[config.mk]
export PLATFORM = sky130hd
export DESIGN_NAME = waypoint_bearing_guidance
export DESIGN_NICKNAME = d
export VERILOG_FILES = /design/src/hw/rtl/wbg_pkg.sv /design/src/hw/rtl/wbg_ctrl.sv /design/src/hw/rtl/wbg_datapath.sv /design/src/hw/rtl/waypoint_bearing_guidance.sv
export SDC_FILE = /design/constraint.sdc
export NUM_CORES = 2
export LEC_CHECK = 0
export BUFFER_PORTS_ARGS = -buffer_cell sky130_fd_sc_hd__clkbuf_2
export CAP_MARGIN = 20
export CORE_MARGIN = 4
export CORE_UTILIZATION = 55
export CTS_CLUSTER_SIZE = 24
export DETAILED_ROUTE_END_ITERATION = 10
export GPL_ROUTABILITY_DRIVEN = 1
export PLACE_DENSITY = 0.72
export SETUP_SLACK_MARGIN = 0.15
export SYNTH_ARGS = -nofsm -noshare
export SYNTH_HDL_FRONTEND = slang
export SYNTH_HIERARCHICAL = 1
export SYNTH_SLANG_ARGS = --single-unit
export TNS_END_PERCENT = 1
[constraint.sdc]
create_clock -name clock -period 10.92 [get_ports clock]
set_input_delay 2.184 -clock clock [delete_from_list [all_inputs] [get_ports clock]]
set_output_delay 2.184 -clock clock [all_outputs]
set_load 0.02 [all_outputs]
[src/hw/rtl/wbg_pkg.sv]
`default_nettype none
package wbg_pkg;

   localparam int MAX_WAYPOINTS = 16;
   localparam int CORDIC_STEPS  = 16;
   localparam int GUARD_BITS    = 8;

   localparam int SLOT_W  = $clog2(MAX_WAYPOINTS);
   localparam int STEP_W  = $clog2(CORDIC_STEPS);
   localparam int POS_W   = 24;
   localparam int DIFF_W  = POS_W + 1;
   localparam int CORD_W  = DIFF_W + GUARD_BITS + 3;
   localparam int ANG_W   = 16;
   localparam int TURN_W  = 32;
   localparam int DIST_W  = 25;
   localparam int COUNT_W = 5;
   localparam int RADIUS_W = 23;
   localparam int CSR_IDX_W = 1;
   localparam int CSR_DATA_W = 23;

   localparam int GAIN_W  = 28;
   localparam int MAG_W   = CORD_W - 1;
   localparam int MAG_LO_W = (MAG_W + 1) / 2;
   localparam int MAG_HI_W = MAG_W - MAG_LO_W;
   localparam int PROD_W  = MAG_LO_W + GAIN_W;
   localparam int SUM_W   = MAG_W + GAIN_W + 1;
   localparam int FRAC_SHIFT = GAIN_W + GUARD_BITS;

   localparam logic [GAIN_W-1:0] INV_GAIN = 28'd163008219;
   localparam logic [TURN_W-1:0] QUARTER_TURN = 32'h4000_0000;
   localparam logic [TURN_W-1:0] ANG_ROUND = 32'h0000_8000;

   localparam int ATAN_DEPTH = 24;
   localparam int ATAN_IDX_W = $clog2(ATAN_DEPTH);
   localparam logic [TURN_W-1:0] ATAN_TURNS [ATAN_DEPTH] = '{
      32'd536870912, 32'd316933406, 32'd167458907, 32'd85004756,
      32'd42667331,  32'd21354465,  32'd10679838,  32'd5340245,
      32'd2670163,   32'd1335087,   32'd667544,    32'd333772,
      32'd166886,    32'd83443,     32'd41722,     32'd20861,
      32'd10430,     32'd5215,      32'd2608,      32'd1304,
      32'd652,       32'd326,       32'd163,       32'd81
   };

   localparam logic CMD_LOAD = 1'b0;
   localparam logic CMD_POSE = 1'b1;

   localparam logic [CSR_IDX_W-1:0] CSR_WAYPOINT_COUNT = 1'b0;
   localparam logic [CSR_IDX_W-1:0] CSR_ARRIVE_RADIUS  = 1'b1;

   localparam logic [COUNT_W-1:0]  COUNT_RESET  = 5'd1;
   localparam logic [RADIUS_W-1:0] RADIUS_RESET = 23'd1024;

   typedef struct packed {
      logic              load_wr;
      logic              pose_start;
      logic              diff;
      logic              pre;
      logic              iter;
      logic [STEP_W-1:0] step;
      logic              mul_lo;
      logic              mul_hi;
      logic              fin;
      logic              out_load;
   } cmd_type;

   typedef struct packed {
      logic out_free;
   } sts_type;

endpackage
`default_nettype wire

[src/hw/rtl/wbg_ctrl.sv]
`default_nettype none
module wbg_ctrl (
   input  wire logic             clock,
   input  wire logic             reset,
   input  wire logic             req_valid,
   output logic                  req_ready,
   input  wire logic             req_command,
   input  wire wbg_pkg::sts_type sts,
   output wbg_pkg::cmd_type      cmd
);

   localparam logic [2:0] S_IDLE   = 3'd0;
   localparam logic [2:0] S_DIFF   = 3'd1;
   localparam logic [2:0] S_PRE    = 3'd2;
   localparam logic [2:0] S_ITER   = 3'd3;
   localparam logic [2:0] S_MUL_LO = 3'd4;
   localparam logic [2:0] S_MUL_HI = 3'd5;
   localparam logic [2:0] S_FIN    = 3'd6;
   localparam logic [2:0] S_OUT    = 3'd7;

   localparam logic [wbg_pkg::STEP_W-1:0] LAST_STEP =
      wbg_pkg::STEP_W'(wbg_pkg::CORDIC_STEPS - 1);

   logic [2:0]                   state_ff, state_in;
   logic [wbg_pkg::STEP_W-1:0]   step_ff, step_in;

   always_comb begin
      state_in  = state_ff;
      step_in   = step_ff;
      cmd       = '0;
      cmd.step  = step_ff;
      req_ready = (state_ff == S_IDLE);
      case (state_ff)
         S_IDLE: begin
            if (req_valid) begin
               if (req_command == wbg_pkg::CMD_POSE) begin
                  cmd.pose_start = 1'b1;
                  state_in       = S_DIFF;
               end else begin
                  cmd.load_wr = 1'b1;
               end
            end
         end
         S_DIFF: begin
            cmd.diff = 1'b1;
            state_in = S_PRE;
         end
         S_PRE: begin
            cmd.pre  = 1'b1;
            step_in  = '0;
            state_in = S_ITER;
         end
         S_ITER: begin
            cmd.iter = 1'b1;
            if (step_ff == LAST_STEP) begin
               state_in = S_MUL_LO;
            end else begin
               step_in = step_ff + 1'b1;
            end
         end
         S_MUL_LO: begin
            cmd.mul_lo = 1'b1;
            state_in   = S_MUL_HI;
         end
         S_MUL_HI: begin
            cmd.mul_hi = 1'b1;
            state_in   = S_FIN;
         end
         S_FIN: begin
            cmd.fin  = 1'b1;
            state_in = S_OUT;
         end
         S_OUT: begin
            if (sts.out_free) begin
               cmd.out_load = 1'b1;
               state_in     = S_IDLE;
            end
         end
         default: begin
            state_in = S_IDLE;
         end
      endcase
   end

   always_ff @(posedge clock) begin
      if (reset) begin
         state_ff <= S_IDLE;
         step_ff  <= '0;
      end else begin
         state_ff <= state_in;
         step_ff  <= step_in;
      end
   end

endmodule
`default_nettype wire

[src/hw/rtl/wbg_datapath.sv]
`default_nettype none
module wbg_datapath (
   input  wire logic                                   clock,
   input  wire logic                                   reset,
   input  wire wbg_pkg::cmd_type                       cmd,
   output wbg_pkg::sts_type                            sts,
   input  wire logic signed [wbg_pkg::POS_W-1:0]       req_pos_x,
   input  wire logic signed [wbg_pkg::POS_W-1:0]       req_pos_y,
   input  wire logic signed [wbg_pkg::ANG_W-1:0]       req_heading,
   input  wire logic        [wbg_pkg::SLOT_W-1:0]      req_wp_slot,
   input  wire logic signed [wbg_pkg::POS_W-1:0]       req_wp_x,
   input  wire logic signed [wbg_pkg::POS_W-1:0]       req_wp_y,
   input  wire logic        [wbg_pkg::COUNT_W-1:0]     waypoint_count,
   input  wire logic        [wbg_pkg::RADIUS_W-1:0]    arrive_radius,
   output logic                                        rsp_valid,
   input  wire logic                                   rsp_ready,
   output logic signed      [wbg_pkg::POS_W-1:0]       rsp_target_x,
   output logic signed      [wbg_pkg::POS_W-1:0]       rsp_target_y,
   output logic signed      [wbg_pkg::ANG_W-1:0]       rsp_bearing,
   output logic signed      [wbg_pkg::ANG_W-1:0]       rsp_heading_error,
   output logic             [wbg_pkg::DIST_W-1:0]      rsp_distance,
   output logic             [3:0]                      rsp_waypoint_number,
   output logic                                        rsp_advanced
);

   localparam int POS_W  = wbg_pkg::POS_W;
   localparam int DIFF_W = wbg_pkg::DIFF_W;
   localparam int CORD_W = wbg_pkg::CORD_W;
   localparam int ANG_W  = wbg_pkg::ANG_W;
   localparam int TURN_W = wbg_pkg::TURN_W;
   localparam int SLOT_W = wbg_pkg::SLOT_W;
   localparam int LO_W   = wbg_pkg::MAG_LO_W;
   localparam int HI_W   = wbg_pkg::MAG_HI_W;
   localparam int PROD_W = wbg_pkg::PROD_W;
   localparam int SUM_W  = wbg_pkg::SUM_W;
   localparam int DIST_W = wbg_pkg::DIST_W;
   localparam int CNT_W  = wbg_pkg::COUNT_W;
   localparam int RND_W  = SUM_W - wbg_pkg::FRAC_SHIFT;

   // waypoint store, x in the upper half
   logic [2*POS_W-1:0] wp_store_ff [wbg_pkg::MAX_WAYPOINTS];

   logic signed [POS_W-1:0]  target_x_ff, target_y_ff;
   logic signed [POS_W-1:0]  pos_x_ff, pos_x_in, pos_y_ff, pos_y_in;
   logic        [ANG_W-1:0]  heading_ff, heading_in;
   logic        [SLOT_W-1:0] idx_ff, idx_in, cur_idx_ff, cur_idx_in;
   logic signed [DIFF_W-1:0] dx_ff, dx_in, dy_ff, dy_in;
   logic                     zero_ff, zero_in;
   logic signed [CORD_W-1:0] re_ff, re_in, im_ff, im_in;
   logic        [TURN_W-1:0] z_ff, z_in;
   logic        [PROD_W-1:0] plo_ff, plo_in, phi_ff, phi_in;
   logic        [DIST_W-1:0] dist_ff, dist_in;
   logic        [ANG_W-1:0]  bearing_ff, bearing_in;

   logic                     rsp_valid_ff, rsp_valid_in;
   logic signed [POS_W-1:0]  rsp_tx_ff, rsp_tx_in, rsp_ty_ff, rsp_ty_in;
   logic        [ANG_W-1:0]  rsp_brg_ff, rsp_brg_in, rsp_herr_ff, rsp_herr_in;
   logic        [DIST_W-1:0] rsp_dist_ff, rsp_dist_in;
   logic        [SLOT_W-1:0] rsp_num_ff, rsp_num_in;
   logic                     rsp_adv_ff, rsp_adv_in;

   logic signed [CORD_W-1:0] re0, im0, rs, is;
   logic        [TURN_W-1:0] atan_val;
   logic        [LO_W-1:0]   mul_a;
   logic        [PROD_W-1:0] mul_p;
   logic        [SUM_W-1:0]  sum;
   logic        [RND_W-1:0]  rnd;
   logic                     adv;
   logic        [CNT_W-1:0]  cnt, inc;
   logic        [SLOT_W-1:0] next_idx;

   function automatic logic [ANG_W-1:0] z_in_round(input logic [TURN_W-1:0] z);
      logic [TURN_W-1:0] t;
      t = z + wbg_pkg::ANG_ROUND;
      return t[TURN_W-1:TURN_W-ANG_W];
   endfunction

   always_ff @(posedge clock) begin
      if (cmd.load_wr) begin
         wp_store_ff[req_wp_slot] <= {req_wp_x, req_wp_y};
      end
      if (cmd.pose_start) begin
         {target_x_ff, target_y_ff} <= wp_store_ff[cur_idx_ff];
      end
   end

   always_comb begin
      re0 = {{(CORD_W - DIFF_W - wbg_pkg::GUARD_BITS){dy_ff[DIFF_W-1]}}, dy_ff,
             {wbg_pkg::GUARD_BITS{1'b0}}};
      im0 = {{(CORD_W - DIFF_W - wbg_pkg::GUARD_BITS){dx_ff[DIFF_W-1]}}, dx_ff,
             {wbg_pkg::GUARD_BITS{1'b0}}};
      rs  = re_ff >>> cmd.step;
      is  = im_ff >>> cmd.step;
      atan_val = wbg_pkg::ATAN_TURNS[wbg_pkg::ATAN_IDX_W'(cmd.step)];

      mul_a = cmd.mul_hi ? LO_W'(re_ff[LO_W+HI_W-1:LO_W]) : re_ff[LO_W-1:0];
      mul_p = PROD_W'(mul_a) * PROD_W'(wbg_pkg::INV_GAIN);

      sum = SUM_W'(plo_ff) + {phi_ff[SUM_W-LO_W-1:0], {LO_W{1'b0}}}
            + (SUM_W'(1) << (wbg_pkg::FRAC_SHIFT - 1));
      rnd = sum[SUM_W-1:wbg_pkg::FRAC_SHIFT];

      if (waypoint_count == '0) begin
         cnt = CNT_W'(1);
      end else if (waypoint_count > CNT_W'(wbg_pkg::MAX_WAYPOINTS)) begin
         cnt = CNT_W'(wbg_pkg::MAX_WAYPOINTS);
      end else begin
         cnt = waypoint_count;
      end
      inc      = CNT_W'(idx_ff) + CNT_W'(1);
      next_idx = (inc >= cnt) ? '0 : SLOT_W'(inc);
      adv      = dist_ff < DIST_W'(arrive_radius);

      pos_x_in   = cmd.pose_start ? req_pos_x : pos_x_ff;
      pos_y_in   = cmd.pose_start ? req_pos_y : pos_y_ff;
      heading_in = cmd.pose_start ? req_heading : heading_ff;
      idx_in     = cmd.pose_start ? cur_idx_ff : idx_ff;

      dx_in   = dx_ff;
      dy_in   = dy_ff;
      zero_in = zero_ff;
      if (cmd.diff) begin
         dx_in   = DIFF_W'(target_x_ff) - DIFF_W'(pos_x_ff);
         dy_in   = DIFF_W'(target_y_ff) - DIFF_W'(pos_y_ff);
         zero_in = (target_x_ff == pos_x_ff) && (target_y_ff == pos_y_ff);
      end

      re_in = re_ff;
      im_in = im_ff;
      z_in  = z_ff;
      if (cmd.pre) begin
         // fold the left half plane onto the right
         if (!re0[CORD_W-1]) begin
            re_in = re0;
            im_in = im0;
            z_in  = '0;
         end else if (!im0[CORD_W-1]) begin
            re_in = im0;
            im_in = -re0;
            z_in  = wbg_pkg::QUARTER_TURN;
         end else begin
            re_in = -im0;
            im_in = re0;
            z_in  = -wbg_pkg::QUARTER_TURN;
         end
      end else if (cmd.iter) begin
         if (!im_ff[CORD_W-1]) begin
            re_in = re_ff + is;
            im_in = im_ff - rs;
            z_in  = z_ff + atan_val;
         end else begin
            re_in = re_ff - is;
            im_in = im_ff + rs;
            z_in  = z_ff - atan_val;
         end
      end

      plo_in = cmd.mul_lo ? mul_p : plo_ff;
      phi_in = cmd.mul_hi ? mul_p : phi_ff;

      dist_in    = dist_ff;
      bearing_in = bearing_ff;
      if (cmd.fin) begin
         if (zero_ff) begin
            dist_in    = '0;
            bearing_in = '0;
         end else begin
            dist_in    = (|rnd[RND_W-1:DIST_W]) ? '1 : rnd[DIST_W-1:0];
            bearing_in = z_in_round(z_ff);
         end
      end

      cur_idx_in  = (cmd.out_load && adv) ? next_idx : cur_idx_ff;
      rsp_tx_in   = cmd.out_load ? target_x_ff : rsp_tx_ff;
      rsp_ty_in   = cmd.out_load ? target_y_ff : rsp_ty_ff;
      rsp_brg_in  = cmd.out_load ? bearing_ff : rsp_brg_ff;
      rsp_herr_in = cmd.out_load ? (bearing_ff - heading_ff) : rsp_herr_ff;
      rsp_dist_in = cmd.out_load ? dist_ff : rsp_dist_ff;
      rsp_num_in  = cmd.out_load ? idx_ff : rsp_num_ff;
      rsp_adv_in  = cmd.out_load ? adv : rsp_adv_ff;
      rsp_valid_in = cmd.out_load ? 1'b1 : (rsp_ready ? 1'b0 : rsp_valid_ff);
   end

   always_ff @(posedge clock) begin
      pos_x_ff    <= pos_x_in;
      pos_y_ff    <= pos_y_in;
      heading_ff  <= heading_in;
      idx_ff      <= idx_in;
      dx_ff       <= dx_in;
      dy_ff       <= dy_in;
      zero_ff     <= zero_in;
      re_ff       <= re_in;
      im_ff       <= im_in;
      z_ff        <= z_in;
      plo_ff      <= plo_in;
      phi_ff      <= phi_in;
      dist_ff     <= dist_in;
      bearing_ff  <= bearing_in;
      rsp_tx_ff   <= rsp_tx_in;
      rsp_ty_ff   <= rsp_ty_in;
      rsp_brg_ff  <= rsp_brg_in;
      rsp_herr_ff <= rsp_herr_in;
      rsp_dist_ff <= rsp_dist_in;
      rsp_num_ff  <= rsp_num_in;
      rsp_adv_ff  <= rsp_adv_in;
   end

   always_ff @(posedge clock) begin
      if (reset) begin
         cur_idx_ff   <= '0;
         rsp_valid_ff <= 1'b0;
      end else begin
         cur_idx_ff   <= cur_idx_in;
         rsp_valid_ff <= rsp_valid_in;
      end
   end

   assign sts.out_free        = !rsp_valid_ff || rsp_ready;
   assign rsp_valid           = rsp_valid_ff;
   assign rsp_target_x        = rsp_tx_ff;
   assign rsp_target_y        = rsp_ty_ff;
   assign rsp_bearing         = rsp_brg_ff;
   assign rsp_heading_error   = rsp_herr_ff;
   assign rsp_distance        = rsp_dist_ff;
   assign rsp_waypoint_number = 4'(rsp_num_ff);
   assign rsp_advanced        = rsp_adv_ff;

endmodule
`default_nettype wire

[src/hw/rtl/waypoint_bearing_guidance.sv]
// Waypoint guidance: a request with command 0 loads one waypoint into a 16-slot store and
// gives no response; a request with command 1 is a pose and gives one response with the
// current target, the bearing atan2(dx, dy) from the y axis, the wrapped heading error and
// the distance, and moves on to the next waypoint when the distance is below arrive_radius.
// A pose passes through the difference, the fold, 16 iterations of the one CORDIC unit, a
// low and a high multiply for gain removal, rounding and output; req_ready is high only
// between poses, and the output register lets the next request enter while a response
// waits. Slots read before they are written return undefined data.
`default_nettype none
module waypoint_bearing_guidance (
   input  wire logic                                   clock,
   input  wire logic                                   reset,
   input  wire logic                                   req_valid,
   output logic                                        req_ready,
   input  wire logic                                   req_command,
   input  wire logic signed [23:0]                     req_pos_x,
   input  wire logic signed [23:0]                     req_pos_y,
   input  wire logic signed [15:0]                     req_heading,
   input  wire logic        [3:0]                      req_wp_slot,
   input  wire logic signed [23:0]                     req_wp_x,
   input  wire logic signed [23:0]                     req_wp_y,
   output logic                                        rsp_valid,
   input  wire logic                                   rsp_ready,
   output logic signed      [23:0]                     rsp_target_x,
   output logic signed      [23:0]                     rsp_target_y,
   output logic signed      [15:0]                     rsp_bearing,
   output logic signed      [15:0]                     rsp_heading_error,
   output logic             [24:0]                     rsp_distance,
   output logic             [3:0]                      rsp_waypoint_number,
   output logic                                        rsp_advanced,
   input  wire logic                                   csr_write_enable,
   input  wire logic        [wbg_pkg::CSR_IDX_W-1:0]   csr_index,
   input  wire logic        [wbg_pkg::CSR_DATA_W-1:0]  csr_write_data
);

   logic [wbg_pkg::COUNT_W-1:0]  waypoint_count_ff, waypoint_count_in;
   logic [wbg_pkg::RADIUS_W-1:0] arrive_radius_ff, arrive_radius_in;

   wbg_pkg::cmd_type cmd;
   wbg_pkg::sts_type sts;

   always_comb begin
      waypoint_count_in = waypoint_count_ff;
      arrive_radius_in  = arrive_radius_ff;
      if (csr_write_enable) begin
         case (csr_index)
            wbg_pkg::CSR_WAYPOINT_COUNT: begin
               waypoint_count_in = csr_write_data[wbg_pkg::COUNT_W-1:0];
            end
            wbg_pkg::CSR_ARRIVE_RADIUS: begin
               arrive_radius_in = csr_write_data[wbg_pkg::RADIUS_W-1:0];
            end
            default: begin
            end
         endcase
      end
   end

   always_ff @(posedge clock) begin
      if (reset) begin
         waypoint_count_ff <= wbg_pkg::COUNT_RESET;
         arrive_radius_ff  <= wbg_pkg::RADIUS_RESET;
      end else begin
         waypoint_count_ff <= waypoint_count_in;
         arrive_radius_ff  <= arrive_radius_in;
      end
   end

   wbg_ctrl u_ctrl (
      .clock       (clock),
      .reset       (reset),
      .req_valid   (req_valid),
      .req_ready   (req_ready),
      .req_command (req_command),
      .sts         (sts),
      .cmd         (cmd)
   );

   wbg_datapath u_datapath (
      .clock               (clock),
      .reset               (reset),
      .cmd                 (cmd),
      .sts                 (sts),
      .req_pos_x           (req_pos_x),
      .req_pos_y           (req_pos_y),
      .req_heading         (req_heading),
      .req_wp_slot         (req_wp_slot),
      .req_wp_x            (req_wp_x),
      .req_wp_y            (req_wp_y),
      .waypoint_count      (waypoint_count_ff),
      .arrive_radius       (arrive_radius_ff),
      .rsp_valid           (rsp_valid),
      .rsp_ready           (rsp_ready),
      .rsp_target_x        (rsp_target_x),
      .rsp_target_y        (rsp_target_y),
      .rsp_bearing         (rsp_bearing),
      .rsp_heading_error   (rsp_heading_error),
      .rsp_distance        (rsp_distance),
      .rsp_waypoint_number (rsp_waypoint_number),
      .rsp_advanced        (rsp_advanced)
   );

endmodule
`default_nettype wire

==> flow_metrics.env <==
export IMPL_grt_start_max_net_pins=101
export IMPL_syn_avg_cell_area_sq_um=13.6
export IMPL_max_cap_violations=0
export IMPL_fp_dieW_um=373
export IMPL_wl_mm=190
export IMPL_fp_dieH_um=373
export IMPL_finClkSkew_ns=0.0487
export IMPL_place_gp_congestion=0.923
export IMPL_grt_pass1_vias=45900
export IMPL_cts_hold_buffers=0
export IMPL_cts_resized=0
export IMPL_clk_latency_ns=0.78
export IMPL_start_kind="register"
export IMPL_cts_tree="yes"
export IMPL_tns_ns=0
export IMPL_avgViaCountPerCell=6.11
export IMPL_worst_pin_slew_ns=1.11
export IMPL_syn_area_sq_um=73200
export IMPL_post_route_drc_count=0
export IMPL_relSlewSlack=0.262
export IMPL_cts_sinks=1304
export IMPL_critPathMaxStageDelay_ns=0.63
export IMPL_hold_viol_final=0
export IMPL_worstPathRequired_ns=11.42
export IMPL_ys_warn_count=6
export IMPL_period_needed_ns=8.28
export IMPL_synth_top_area_frac=0.518
export IMPL_drtIter0Drc=4532
export IMPL_die_area_sq_um=139000
export IMPL_routedWlPerCell_um=25.3
export IMPL_rows=133
export IMPL_cp_max_fo=50
export IMPL_syn_num_nets=6152
export IMPL_yosysSeqAreaShare=0.529
export IMPL_setup_viol=0
export IMPL_drive_gt1_frac=0.166
export IMPL_cp_common_cell="inv_1"
export IMPL_post_cts_setup_buffer_count=0
export IMPL_end_kind="register"
export IMPL_synthTopCellsByArea="edfxtp_1 52%, mux4_2 9.4%, ha_1 7.1%"
export IMPL_slew_violations=0
export IMPL_rsz0062_at_grt="no"
export IMPL_syn_to_final_growth_pct=10.5
export IMPL_status="finished, final reports clean"
export IMPL_htree_levels=4
export IMPL_grt_total_usage=0.272
export IMPL_drtPass1Iterations=6
export IMPL_root_buffer="clkbuf_16"
export IMPL_post_dp_hpwl_mm=129
export IMPL_cts_buffers=137
export IMPL_num_vias=45900
export IMPL_synthCells=5381
export IMPL_ys_seq_elements=1304
export IMPL_grt_pass1_wl_mm=288
export IMPL_port_buffers=257
export IMPL_clockBufferDepth=3
export IMPL_nets=6411
export IMPL_synth_edf_count=1264
export IMPL_start_util=0.556
export IMPL_core_area_sq_um=132000
export IMPL_ys_types=103
export IMPL_yosys_area_top_type="edfxtp_1"
export IMPL_critPathArrivalTime_ns=8.78
export IMPL_io_pins=258
export IMPL_critical_path_slowest_cell="fa_1"
export IMPL_drtAntennaViolNets=0
export IMPL_fin_hold_ws_ns=0.443
export IMPL_overflow=0
export IMPL_worstSetupPathType="reg -> reg"
export IMPL_cts_reportedPaths_clkPinSlew_ns=0.06
export IMPL_worstHoldPathType="reg -> reg"
export IMPL_antenna_found_initial=9
export IMPL_max_freq_mhz=121
export IMPL_ys_async_sr_fraction=0
export IMPL_min_period_over_period=0.758
export IMPL_synth_flop_cell="edfxtp_1"
-- synth_stat cells (25+ instances only) --
library cell  number
nand2_1          276
or3_1             28
o211ai_1          55
nor2_1           300
o21ai_0          214
buf_1             42
nand4_1           30
mux2_2            41
mux4_2           307
a31oi_1           44
edfxtp_1        1264
nor3_1            67
inv_1            529
o21a_1            33
mux2i_1           81
clkbuf_1          95
nand2b_1          59
nor2b_1           49
o31ai_1           25
nand3_1           85
a21oi_1          260
dfxtp_1           40
and3_1            34
xnor2_1          180
ha_1             416
buf_2             33
xor2_1           147
a21o_1            94
fa_1             209
-- critical path: cells and delay by family, from the launching register on --
kind | cells | cell delay, ns
and+or+nand+nor | 3 | 0.70
DFF | 1 | 0.32
AOI/OAI and AO/OA | 10 | 1.99
buffers and inverters | 7 | 1.17
adders and majority gates | 8 | 3.67
xor gates and xnor gates | 1 | 0.15
-- metal layers --
layer,vias to the layer above,part of all wire,global-route usage
li1,20600,-,-
met1,23100,0.40,0.377
met2,1953,0.49,0.448
met3,285,0.077,0.0475
met4,8,0.029,0.0780
met5,-,0.00031,0
-- state kept, by name (all words and copies together) (netlist names), 28 cells and up --
register and cells:
u_datapath/plo_ff 28, u_datapath/phi_ff 46, u_datapath/re_ff 36, u_datapath/z_ff 32, u_datapath/im_ff 36, u_datapath/wp_store_ff 768
-- layout by cell type, fill, tap and decap left out, types with 12 or more instances in the layout --
master and n:
nor2_1 288, inv_1 529, a21oi_1 260, dfxtp_1 32
ha_1 416, xnor2_1 180, mux2_2 41, clkbuf_2 257
nor2_4 12, o21bai_1 23, edfxtp_1 1264, o21ai_0 213
mux2i_1 81, clkinv_2 28, clkinv_1 24, mux4_2 307
xor2_1 147, nor3_1 63, nor2b_1 49, nand3_1 85
a31oi_1 44, o21a_1 33, a211oi_1 23, clkbuf_1 30
and3_1 33, or2_2 16, nand2_1 276, nand4_1 30
o211ai_1 55, nand2b_1 59, a21o_1 94, or3_1 28
clkbuf_16 138, o31ai_1 25, buf_4 50, a21boi_0 18
and2_1 22, fa_1 209
-- area by class of cell --
class	count	area [sq um]
well taps	1755	2200
clock inverters	80	898
diodes	3	7.51
fillers	10000	50900
multi-input cells	3356	31700
flip-flops and latches	1304	38800
clock buffers	170	3590
inverters	533	2000
repair buffers	308	1680
-- cells by family after synthesis --
group	synth area share
multiplexers	0.115
adder cells (fa/ha/maj)	0.128
XOR/XNOR	0.0394
flip-flops	0.529
buffers and inverters	0.0390
AND/OR/NAND/NOR	0.0684
AO/OA/AOI/OAI	0.0809
-- through the flow --
step / area (sq um) / worst slack [ns] / utilization / cells
after floorplan: 73200 / 2.98 / - / 5381
after global placement: 76400 / 2.71 / 0.580 / 7256
after detailed placement: 76400 / 2.63 / 0.580 / 7256
after CTS: 80900 / 2.62 / 0.614 / 7506
after global routing: 80900 / 2.01 / 0.614 / 7507
final: 80900 / 2.64 / 0.614 / 7509
-- final timing paths --
kind	startpoint	end	slack, ns	depth (start not counted)
hold reg to reg	u_datapath/bearing_ff[0]$_SDFFCE_PP0P_	u_datapath/rsp_bearing[0]$_DFFE_PP_	0.44	0
setup reg to reg	u_ctrl/state_ff[1]$_SDFFE_PP0P_	u_datapath/phi_ff[42]$_DFFE_PP_	2.64	29
hold / removal	u_datapath/bearing_ff[0]$_SDFFCE_PP0P_	u_datapath/rsp_bearing[0]$_DFFE_PP_	0.44	0
setup / recovery	u_ctrl/state_ff[1]$_SDFFE_PP0P_	u_datapath/phi_ff[42]$_DFFE_PP_	2.64	29
Power is left out: the tool's default activity adds up to more than one toggle a clock period on the data nets, which glitch-free logic cannot reach.
